$ cat config.mk
export PLATFORM = sky130hd
export DESIGN_NAME = lrupr_cell
export DESIGN_NICKNAME = d
export VERILOG_FILES = /design/src/rtl/core/lrupr_pkg.sv /design/src/rtl/core/lrupr_cell.sv
export SDC_FILE = /design/constraint.sdc
export NUM_CORES = 1
export LEC_CHECK = 0
export BUFFER_PORTS_ARGS = -buffer_cell sky130_fd_sc_hd__buf_2
export CORE_AREA = 2 2 56 42
export CTS_BUF_LIST = sky130_fd_sc_hd__clkbuf_2 sky130_fd_sc_hd__clkbuf_4 sky130_fd_sc_hd__clkbuf_8
export CTS_CLUSTER_DIAMETER = 60
export DETAILED_ROUTE_END_ITERATION = 7
export DIE_AREA = 0 0 58 44
export GPL_TIMING_DRIVEN = 0
export MAX_ROUTING_LAYER = met4
export PLACE_DENSITY = 0.86
export SKIP_LAST_GASP = 1
export SLEW_MARGIN = 25
export SYNTH_ARGS = -nofsm -noshare
export SYNTH_HDL_FRONTEND = slang
export SYNTH_SLANG_ARGS = --single-unit
$ cat constraint.sdc
create_clock -name clk -period 4.9 [get_ports clk]
set_clock_uncertainty 0.2 [all_clocks]
set_input_delay 0.49 -clock clk [delete_from_list [all_inputs] [get_ports clk]]
set_output_delay 0.49 -clock clk [all_outputs]
set_load 0.005 [all_outputs]
$ cat src/rtl/core/lrupr_pkg.sv
`default_nettype none

package lrupr_pkg;

  // Build-time defaults
  localparam int FRAMES_DEF    = 8;
  localparam int PAGE_BITS_DEF = 16;

  // Fixed field widths of the channels
  localparam int PAGE_NUM_W = 16;
  localparam int COUNT_W    = 4;
  localparam int FAULT_W    = 32;
  localparam int CFG_W      = 4;

  localparam logic [CFG_W-1:0]   FRAMES_IN_USE_RST = 4'd8;
  localparam logic [FAULT_W-1:0] FAULT_MAX         = '1;

  typedef struct packed {
    logic [PAGE_NUM_W-1:0] page_number;
  } req_t;

  typedef struct packed {
    logic                  page_fault;
    logic                  evicted_valid;
    logic [PAGE_NUM_W-1:0] evicted_page;
    logic [COUNT_W-1:0]    resident_count;
    logic [FAULT_W-1:0]    fault_total;
  } res_t;

  // Broadcast from the top level to every cell
  typedef struct packed {
    logic take;   // a request is accepted this cycle
    logic evict;  // miss with full frames: whole list moves down by one
  } cell_ctrl_t;

endpackage

`default_nettype wire

$ cat src/rtl/core/lrupr_cell.sv
`default_nettype none

module lrupr_cell #(
  parameter int PAGE_BITS = 16,
  parameter int OCC_W     = 4,
  parameter int INDEX     = 0
) (
  input  wire logic                    clk,
  input  wire lrupr_pkg::cell_ctrl_t   ctrl_i,
  input  wire logic [OCC_W-1:0]        occ_i,
  input  wire logic [OCC_W-1:0]        append_pos_i,
  input  wire logic [PAGE_BITS-1:0]    page_i,
  input  wire logic [PAGE_BITS-1:0]    right_page_i,
  input  wire logic                    hit_seen_i,
  output logic                         hit_seen_o,
  output logic [PAGE_BITS-1:0]         page_o
);
  import lrupr_pkg::*;

  logic [PAGE_BITS-1:0] page_r;
  logic [PAGE_BITS-1:0] page_nxt;
  logic                 occupied;
  logic                 hit_here;

  assign occupied   = OCC_W'(INDEX) < occ_i;
  assign hit_here   = occupied && (page_r == page_i);
  // hit at or below this position: close the gap by taking the neighbour's page
  assign hit_seen_o = hit_seen_i | hit_here;
  assign page_o     = page_r;

  always_comb begin
    page_nxt = page_r;
    if (ctrl_i.take) begin
      if (append_pos_i == OCC_W'(INDEX)) begin
        page_nxt = page_i;
      end else if (hit_seen_o || ctrl_i.evict) begin
        page_nxt = right_page_i;
      end
    end
  end

  always_ff @(posedge clk) begin
    page_r <= page_nxt;
  end

endmodule

`default_nettype wire

After elaboration in Yosys (flattened, before gate mapping)

Index checks and enable logic that the tools add are counted.

Output and inout bits: 17
Input bits: 44
Logic and storage cells: 11
Flip-flop bits (word level): 16

Multiplexer cells: 2
Eq/ne operators: 1
Bitwise gates (word level): 1
$lt $le $gt $ge: 1
Reduce and logical (&&, ||, !) cells: 5

Operators with widths:

| kind               | count |
|---|---|
| $mux 16            | 2 |
| $eq 16x16->1       | 1 |
| $logic_not 4->1    | 1 |
| $lt 1x4->1 const A | 1 |
| $reduce_and 2->1   | 1 |
| $reduce_bool 2->1  | 1 |
| $logic_and 1x1->1  | 1 |
| $logic_or 1x1->1   | 1 |
| $or 1x1->1         | 1 |

Depth between registers and ports, before layout

Gate-level depths: netlist of the first run.

Depth after elaboration: 6
Mapped depth: 5

Least setup slack after synthesis of the first run

Ideal clock, no wire load.

Path kind: input -> register
Start point: input page_i[7]
End point: register page_r[0], in the netlist page_o[0], enable pin
Stages: 5
Data arrival time: 1.763 ns
Path buffers: 0
Required time: 4.325 ns
Setup slack: 2.562 ns
Cell sequence: xor2_1 > nor4_1 > nand3_1 > nor4_2 > o41a_1

Word-level cells in the longest chain between the ends: 6

RTL lines:

| what                               | line             | RTL |
|---|---|---|
| start: declaration                 | lrupr_cell.sv:12 | `input wire logic [PAGE_BITS-1:0] page_i,` |
| $eq 16x16->1                       | lrupr_cell.sv:26 | `assign hit_here = occupied && (page_r == page_i);` |
| $logic_and 1x1->1                  | lrupr_cell.sv:26 |  |
| $or 1x1->1                         | lrupr_cell.sv:28 | `assign hit_seen_o = hit_seen_i \| hit_here;` |
| $logic_or 1x1->1                   | lrupr_cell.sv:36 | `end else if (hit_seen_o \|\| ctrl_i.evict) begin` |
| $reduce_bool 2->1 (no source line) | -                |  |
| $reduce_and 2->1 (no source line)  | -                |  |
| end signal: assignment             | lrupr_cell.sv:43 | `page_r <= page_nxt;` |
| end: declaration                   | lrupr_cell.sv:20 | `logic [PAGE_BITS-1:0] page_r;` |

Every way passes these cells.
A chain may end at the register's enable or synchronous reset.

Worst setup path after layout of the first run

Start point: register page_r[7], in the netlist page_o[7]
End point: register page_r[3], in the netlist page_o[3], enable pin

Word-level cells in the longest chain between the ends: 6

RTL lines:

| what                               | line |
|---|---|
| $eq 16x16->1                       | lrupr_cell.sv:26 |
| $logic_and 1x1->1                  | lrupr_cell.sv:26 |
| $or 1x1->1                         | lrupr_cell.sv:28 |
| $logic_or 1x1->1                   | lrupr_cell.sv:36 |
| $reduce_bool 2->1 (no source line) | - |
| $reduce_and 2->1 (no source line)  | - |

Every way passes these cells.

==> metrics.csv, run 1 <==
stage;metric;value;unit
run_status;status;finished clean;
worst_setup_path;rr_startpoint;page_o[7];
die;die_w;58;um
power_and_ir_drop;ir_worst_vdd;0.000178;V
global_route;grt_most_used_layer;met2;
yosys;syn_inst;59;
routing;drc;0;
worst_setup_path;critPathCaptureType;register;
die;initial_core_util;44.2;%
yosys;ys_warn_count;0;
global_route;grt_use_met1;18.0;%
global_route;grt_start_max_net_pins;17;
layout;area_delta_synth_final;39.7;%
clocking;clock_latency;290;ps
timing;period_needed;2590;ps
routing;wl_per_cell;13.7;um
global_route;grt_use_met2;31.4;%
yosys;synth_area_leaders;edfxtp_1, mux2_2, xnor2_1;
routing;viasPerCell;4.98;
clocking;cts_sinks;16;
routing;first_pass_iters;4;
yosys;synthArstFlopShare;0;%
placed_design;gp_congestion;0.760;
timing;period_share;52.8;%
timing;tns;0;ps
clocking;cts-buffers-inserted;3;
timing;timing.fmax;386;MHz
yosys;yosys.area.top_type;edfxtp_1;
yosys;synth.distinct_cells;12;
timing;max_slew.worst_pin.slew;797;ps
layout;multi_input_area;407;um2
yosys;synthDominantCellAreaShare;53.5;%
yosys;synth_flop_cell;edfxtp_1;
layout;fillerInstances;178;
clocking;hold_buffers;0;
timing;finalHoldViolCount;0;
worst_setup_path;path_class;register to register;
global_route;met3_usage;6.27;%
global_route;antenna_found_initial;0;
worst_setup_path;reg2reg_slack;2310;ps
clocking;clk_path_buf_depth;2;
worst_setup_path;cp_data_required_time;4620;ps
yosys;synthTopCellsByCount;edfxtp_1, mux2_2, xnor2_1, xor2_1;
die;core_area;2030;um2
global_route;grt_pass1_wl;3120;um
worst_setup_path;worstRegToRegCells;5;
timing;rsz0062_at_grt;no;
power_and_ir_drop;powerDensity;250;nW/um2
yosys;ys_ff_latch;16;
hold_path;hp-start;right_page_i[2];
routing;vias;732;
die;die_h;44;um
yosys;syn_area_per_cell;15.2;um2
hold_path;min_path_cells;2;
placed_design;placed_cell_area;1230;um2
layout;diodes;0;
timing;maxSlewHeadroom;46.9;%
worst_setup_path;timing.rr.end;page_o[3];
clocking;tritoncts;done;
die;io_pins;61;
worst_setup_path;cp.arrival;2310;ps
global_route;track_usage;17.7;%
yosys;seq_area_frac_synth;53.5;%
layout;drive_gt1_share;66.7;%
placed_design;numPortBuffers;60;
clocking;post_cts_resized;0;
yosys;netlist_area;898;um2
job;cap_violations;0;
hold_path;hp-class;input port to register;
global_route;grt_pass1_vias;734;
timing;finalMaxSlewViolations;0;
yosys;synthesis.nets;103;
clocking;cts.clk_slew.worst_paths;90;ps
layout;largest_reg_flops;16;
placed_design;dp_hpwl;1680;um
hold_path;hold_end;page_o[2];
layout;register_area;480;um2
layout;final_area;1250;um2
routing;ant_nets;0;
timing;setup_viol;0;
worst_setup_path;worstPathMaxFanout;16;
power_and_ir_drop;leakage;0.519;nW
die;die_area;2550;um2
global_route;overflow;0;
worst_setup_path;start_kind;register;
layout;nets;168;
clocking;cts_setup_buffers;0;
clocking;cts_root_buf;clkbuf_4;
die;rows;14;
routing;routed_wl;2010;um
routing;drt_iter0_markers;6;
yosys;synth_edf_count;16;
clocking;htreeDepth;1;
==> stage by stage <==
stage	std cells	util, %	hold WS, ps	total power [mW]	setup WS, ps
finish	147	61.8	294	0.313	2310
global placement	143	60.5	590	0.244	2140
CTS	147	61.8	286	0.318	2260
global route	147	61.8	280	0.331	2140
floorplan	59	-	510	0.209	2560
detailed placement	143	60.5	597	0.247	2070
==> worst max path at each step <==
stage / startpoint / to / slack (ps) / depth (start not counted)
3_3_place_gp: page_i[7] / page_o[8] / 2140 / 6
3_5_place_dp: page_i[7] / page_o[8] / 2070 / 6
5_1_grt: page_o[7] / page_o[3] / 2140 / 5
4_1_cts: page_o[7] / page_o[3] / 2260 / 5
2_1_floorplan: page_i[7] / page_o[0] / 2560 / 5
6_report: page_o[7] / page_o[3] / 2310 / 5
==> final cells by class <==
cell class,count,area share (%)
clock inverter,1,0.299
timing repair buffer,60,23.9
sequential,16,38.3
clock buffer,3,1.79
tap,24,2.39
multi-input combinational,42,32.4
buffer,1,0.897
==> where the power goes <==
part	switching, mW	leakage [nW]	internal (mW)	total [mW]
combinational	0.0278	0.350	0.0404	0.0683
clock	0.0412	0.0154	0.0296	0.0708
sequential	0.00814	0.154	0.166	0.174
==> placed cells by master, fill, tap and decap left out <==
cell type and n:
buf_2 60, or2_1 1, nor4_2 1, nand4_1 2, clkbuf_4 3, nand3_1 2, nor4_1 2, edfxtp_1 16
xor2_1 3, buf_6 1, xnor2_1 13, o41a_1 1, mux2_2 16, clkinv_1 1, nor4_4 1
==> cell families after synthesis <==
logic type	synth area share [%]
xor+xnor	15.6
mux	20.1
flops	53.5
compound gates	1.25
buf+inv	1.25
simple gates	8.36
==> metal layers <==
layer	wire, um	vias to the layer above
li1	-	356
met5	0	-
met2	1090	34
met4	25	0
met3	151	4
met1	740	338
==> worst max-delay path, cell delays in order, from the launching register on <==
cell and delay, ps:
edfxtp_1 420, xor2_1 160, nor4_1 280, nand3_1 150, nor4_2 310, o41a_1 690
Note: power is estimated with default switching activity, not from simulation.
==> run 2, diff against run 1 <==
- ABC_AREA: default -> 1
- CORE_AREA: 2 2 56 42 -> 2 2 60 45
- DIE_AREA: 0 0 58 44 -> 0 0 62 47
- PLACE_DENSITY: 0.86 -> 0.79
- clock period: 4.9 -> 2.61 ns (I/O delays scaled with it)
==> run 2 against run 1 <==
Compared with the run above: wire length increased by 15%; core utilization shrank 4.2 points; cell count is 54% higher; fmax is 25% higher; worst hold slack got worse by 260 ps; design area is 7.6% higher; register-to-register slack worse by 1800 ps; critical path type unchanged; total power up 90%; setup slack got worse by 1800 ps; via count increased by 33%; highest routed layer unchanged.
==> metrics.csv, run 2 <==
stage;metric;value;unit
global_route;track_usage;17.2;%
global_route;grt_most_used_layer;met2;
routing;drt_iter0_markers;52;
yosys;synth_flop_cell;edfxtp_1;
power_and_ir_drop;leakage;0.746;nW
clocking;cts_sinks;16;
global_route;overflow;0;
routing;ant_nets;0;
yosys;syn_inst;129;
clocking;hold_buffers;0;
yosys;synth_edf_count;16;
placed_design;placedCellCount;223;
yosys;synthesis.nets;173;
die;die_w;62;um
layout;fin_cells;227;
layout;area_delta_synth_final;37.6;%
die;die_h;47;um
layout;final_area;1350;um2
hold_path;hp-class;input port to register;
clocking;cts_root_buf;clkbuf_4;
global_route;grt_pass1_wl;3430;um
timing;timing.fmax;484;MHz
die;io_pins;61;
routing;first_pass_iters;4;
clocking;clk_path_buf_depth;2;
yosys;yosys.area.top_type;edfxtp_1;
yosys;synth_area_leaders;edfxtp_1, nand2_1, xor2_1;
yosys;ys_ff_latch;16;
layout;largest_reg_flops;16;
die;core_area;2350;um2
placed_design;placed_cell_area;1320;um2
timing;max_slew.worst_pin.slew;643;ps
routing;routed_wl;2310;um
yosys;synthArstFlopShare;0;%
global_route;grt_use_met1;22.7;%
yosys;yosysMostFrequentCell;nand2_1;
worst_setup_path;start_kind;register;
timing;finalMaxSlewViolations;0;
timing;setup_viol;0;
job;cap_violations;0;
layout;drive_gt1_share;35.8;%
yosys;syn_area_per_cell;7.60;um2
yosys;ys_warn_count;0;
routing;viasPerCell;4.30;
run_status;status;finished clean;
timing;maxSlewHeadroom;57.1;%
timing;finalHoldViolCount;0;
clocking;htreeDepth;1;
clocking;cts.clk_slew.worst_paths;90;ps
placed_design;post-place-ws;441;ps
layout;final_common_cell;buf_2;
clocking;cts-buffers-inserted;3;
placed_design;dp_hpwl;1880;um
timing;rsz0062_at_grt;no;
routing;wl_per_cell;10.2;um
placed_design;numPortBuffers;60;
global_route;grt_start_max_net_pins;17;
die;die_area;2910;um2
power_and_ir_drop;ir_worst_vdd;0.000214;V
timing;hold_ws;33.0;ps
worst_setup_path;cp_data_required_time;2340;ps
timing;period_needed;2060;ps
clocking;cts_setup_buffers;0;
clocking;post_cts_resized;0;
clocking;clock_latency;280;ps
clocking;tritoncts;done;
global_route;antenna_found_initial;0;
yosys;synthDominantCellAreaShare;49.0;%
global_route;grt_use_met2;26.7;%
worst_setup_path;cp.arrival;1790;ps
power_and_ir_drop;powerDensity;442;nW/um2
worst_setup_path;worstPathMaxFanout;16;
power_and_ir_drop;p_total;0.596;mW
timing;tns;0;ps
global_route;grt_pass1_vias;808;
global_route;met3_usage;5.23;%
yosys;netlist_area;981;um2
yosys;seq_area_frac_synth;49.0;%
timing;finalWorstSetupSlack;546;ps
layout;fin_util;57.5;%
die;initial_core_util;41.8;%
layout;nets;238;
routing;vias;977;
routing;drc;0;
layout;layout_common_cells;buf_2, nand2_1, inv_1, edfxtp_1, nor2_1;
yosys;synth.distinct_cells;13;
yosys;synthTopCellsByCount;nand2_1, edfxtp_1, inv_1, nor2_1, xor2_1;
placed_design;gp_congestion;0.668;
timing;period_share;79.1;%
die;rows;15;
worst_setup_path;path_class;register to register;
worst_setup_path;critPathCaptureType;register;
layout;diodes;0;
[run 2: path summary, 6_finish.rpt]
kind                                       start         end  slack [ps]  cells after the start
worst max register to register         page_o[1]   page_o[5]         550                      9
worst min-delay path            right_page_i[10]  page_o[10]          30                      3
worst max-delay path                   page_o[1]   page_o[5]         550                      9
worst min register to register        page_o[14]  page_o[13]        1080                      7
[run 2: cells by family (layout without fill, tap and decap cells)]
logic type | count (synthesis) | after routing | share of synthesized area [%]
AND/OR/NAND/NOR | 77 | 77 | 30.7
flip-flops | 16 | 16 | 49.0
buffers and inverters | 20 | 84 | 8.29
XOR/XNOR | 9 | 9 | 8.04
AO/OA/AOI/OAI | 7 | 7 | 3.95
[run 2: layer usage]
layer,share of wire [%],wire length (um)
met5,0,0
met4,0.95,22
met3,6.7,155
met2,47,1080
met1,45,1050
[run 2: where the power goes]
| group | internal (mW) | switching, mW | leakage (nW) |
|---|---|---|---|
| Clock | 0.0555 | 0.0770 | 0.0154 |
| Sequential | 0.313 | 0.0156 | 0.153 |
| Combinational | 0.0682 | 0.0673 | 0.577 |
| Total | 0.436 | 0.160 | 0.746 |
[run 2: final cells by class]
| type | count | area, um2 |
|---|---|---|
| clock inverter | 1 | 3.75 |
| fill | 230 | 996 |
| inverter | 17 | 63.8 |
| tap | 34 | 42.5 |
| multi-input combinational | 93 | 419 |
| sequential | 16 | 480 |
| clock buffer | 3 | 22.5 |
| timing repair buffer | 60 | 300 |
| buffer | 3 | 17.5 |
[run 2: critical path, stage by stage (launching register included)]
cell      delay (ps)
edfxtp_1         420
nand2_1           90
nand2_1           50
nor2_1           100
nand3_1           90
nor2_1           100
nand2_1           70
nand3_1           70
nand2_1           50
inv_1            470
==> run 3, diff against run 2 <==
- clock period: 2.61 -> 2.1 ns (I/O delays scaled with it)
==> run 3 against run 2 <==
Compared with the run above: wire length grew 6.9%; critical path depth shrank 1; critical endpoint is now page_o[1]; clock-buffer cell count is the same; die area is the same; clock power grew 23%; sequential power grew 24%; global-route usage grew 1.3 points; design area grew 7.0%.
==> metrics.csv, run 3 (same netlist as run 2, synthesis figures left out) <==
stage;metric;value;unit
worst_setup_path;cpPeakStageDelay;400;ps
worst_setup_path;rr_startpoint;page_o[8];
clocking;clock_latency;280;ps
placed_design;numPortBuffers;60;
worst_setup_path;path_common_cell;nand2_1;
clocking;htreeDepth;1;
timing;timing.fmax;534;MHz
routing;drc;0;
worst_setup_path;cp.arrival;1610;ps
worst_setup_path;crit_end;page_o[1];
routing;routed_wl;2460;um
layout;nets;247;
layout;fin_cells;236;
timing;maxSlewHeadroom;76.3;%
die;rows;15;
clocking;cts_sinks;16;
clocking;clk_path_buf_depth;2;
layout;area_delta_synth_final;47.2;%
worst_setup_path;timing.rr.end;page_o[1];
layout;drive_gt1_share;34.7;%
routing;drt_iter0_markers;45;
global_route;overflow;0;
clocking;cts-buffers-inserted;3;
placed_design;placedCellCount;223;
timing;finalMaxSlewViolations;0;
worst_setup_path;critPathBufInv;1;
worst_setup_path;start_kind;register;
clocking;cts_setup_buffers;0;
die;die_area;2910;um2
routing;viasPerCell;4.35;
worst_setup_path;worstRegToRegCells;8;
routing;wl_per_cell;10.4;um
timing;rsz0062_at_grt;no;
timing;period_share;89.2;%
job;cap_violations;0;
timing;finalHoldViolCount;0;
die;die_w;62;um
worst_setup_path;critPathCaptureType;register;
worst_setup_path;cp_data_required_time;1830;ps
worst_setup_path;reg2reg_slack;230;ps
clocking;cts_root_buf;clkbuf_4;
worst_setup_path;critical_path.slowest_cell;edfxtp_1;
power_and_ir_drop;leakage;0.777;nW
power_and_ir_drop;ir_worst_vdd;0.000346;V
timing;max_slew.worst_pin.slew;355;ps
routing;first_pass_iters;4;
die;initial_core_util;41.8;%
worst_setup_path;cp_top_family;flip-flops;
die;die_h;47;um
worst_setup_path;path_cells;xor2_1 > nor2_1 > nand2_1 > nor2_1 > nand2_1 > nand3_1 > nand2_1 > clkinvlp_4;
clocking;tritoncts;done;
timing;period_needed;1870;ps
clocking;cts.clk_slew.worst_paths;90;ps
layout;fillerInstances;215;
hold_path;hp-class;input port to register;
routing;ant_nets;0;
layout;layout_common_cells;buf_2, nand2_1, edfxtp_1, inv_1, nor2_1;
power_and_ir_drop;powerDensity;523;nW/um2
timing;setup_viol;0;
worst_setup_path;cp-startpoint;page_o[8];
global_route;grt_pass1_vias;900;
run_status;status;finished clean;
layout;diodes;0;
worst_setup_path;crit_cells;8;
layout;fin_util;61.5;%
placed_design;gp_congestion;0.668;
worst_setup_path;path_class;register to register;
layout;largest_reg_flops;16;
global_route;track_usage;18.5;%
global_route;grt_pass1_wl;3690;um
worst_setup_path;worstPathMaxFanout;16;
layout;final_common_cell;buf_2;
routing;vias;1026;
die;io_pins;61;
global_route;grt_start_max_net_pins;17;
placed_design;dp_hpwl;1880;um
global_route;antenna_found_initial;0;
die;core_area;2350;um2
## run 3: worst min-delay path by stage
stage | cells after the start | endpoint | start
2_1_floorplan | 2 | page_o[10] | right_page_i[10]
3_3_place_gp | 3 | page_o[14] | right_page_i[14]
3_5_place_dp | 3 | page_o[10] | right_page_i[10]
4_1_cts | 3 | page_o[15] | right_page_i[15]
5_1_grt | 3 | page_o[15] | right_page_i[15]
6_report | 3 | page_o[15] | right_page_i[15]
## run 3: stage by stage
| stage | hold slack (ps) | setup WS [ps] | total power [mW] | TNS [ps] | cell area (um2) |
|---|---|---|---|---|---|
| 2_1_floorplan | 189 | 263 | 0.496 | 0 | 981 |
| 3_3_place_gp | 274 | -6.60 | 0.581 | -102 | 1320 |
| 3_5_place_dp | 278 | -18.1 | 0.586 | -284 | 1320 |
| 4_1_cts | 9.15 | 194 | 0.762 | 0 | 1440 |
| 5_1_grt | 5.11 | 17.3 | 0.810 | 0 | 1440 |
| 6_report | 9.89 | 226 | 0.755 | 0 | 1440 |
## run 3: area by class of cell
type / count / area, um2 / share of cell area (%)
plain buffers: 3 / 17.5 / 1.21
clock buffers: 3 / 22.5 / 1.56
clock inverters: 1 / 3.75 / 0.260
inverters: 17 / 67.6 / 4.68
multi-input cells: 93 / 419 / 29.0
flip-flops and latches: 16 / 480 / 33.3
well taps: 34 / 42.5 / 2.95
repair buffers: 69 / 390 / 27.0
## run 3: where the power goes
group / internal (mW) / switching (mW) / total (mW)
clock: 0.0689 / 0.0935 / 0.162
sequential: 0.389 / 0.0198 / 0.408
combinational: 0.0961 / 0.0879 / 0.184
## run 3: worst register-to-register path, stage by stage (launching register included)
cell	delay [ps]
edfxtp_1	400
xor2_1	190
nor2_1	60
nand2_1	60
nor2_1	40
nand2_1	70
nand3_1	70
nand2_1	100
clkinvlp_4	330
## run 3: timing repair
| action | CTS | global route |
|---|---|---|
| resized for setup | 1 | 0 |
| endpoints found under the hold margin | 9 | 0 |
| setup endpoints to repair | 16 | 0 |
| hold buffers | 9 | 0 |
## run 3: routing by layer
metal / global-route usage [%] / routed length (um) / share of wire (%)
met5: - / 0 / 0
met4: 3.83 / 21 / 0.85
met3: 5.23 / 167 / 6.8
met2: 29.6 / 1210 / 49
met1: 23.6 / 1070 / 43
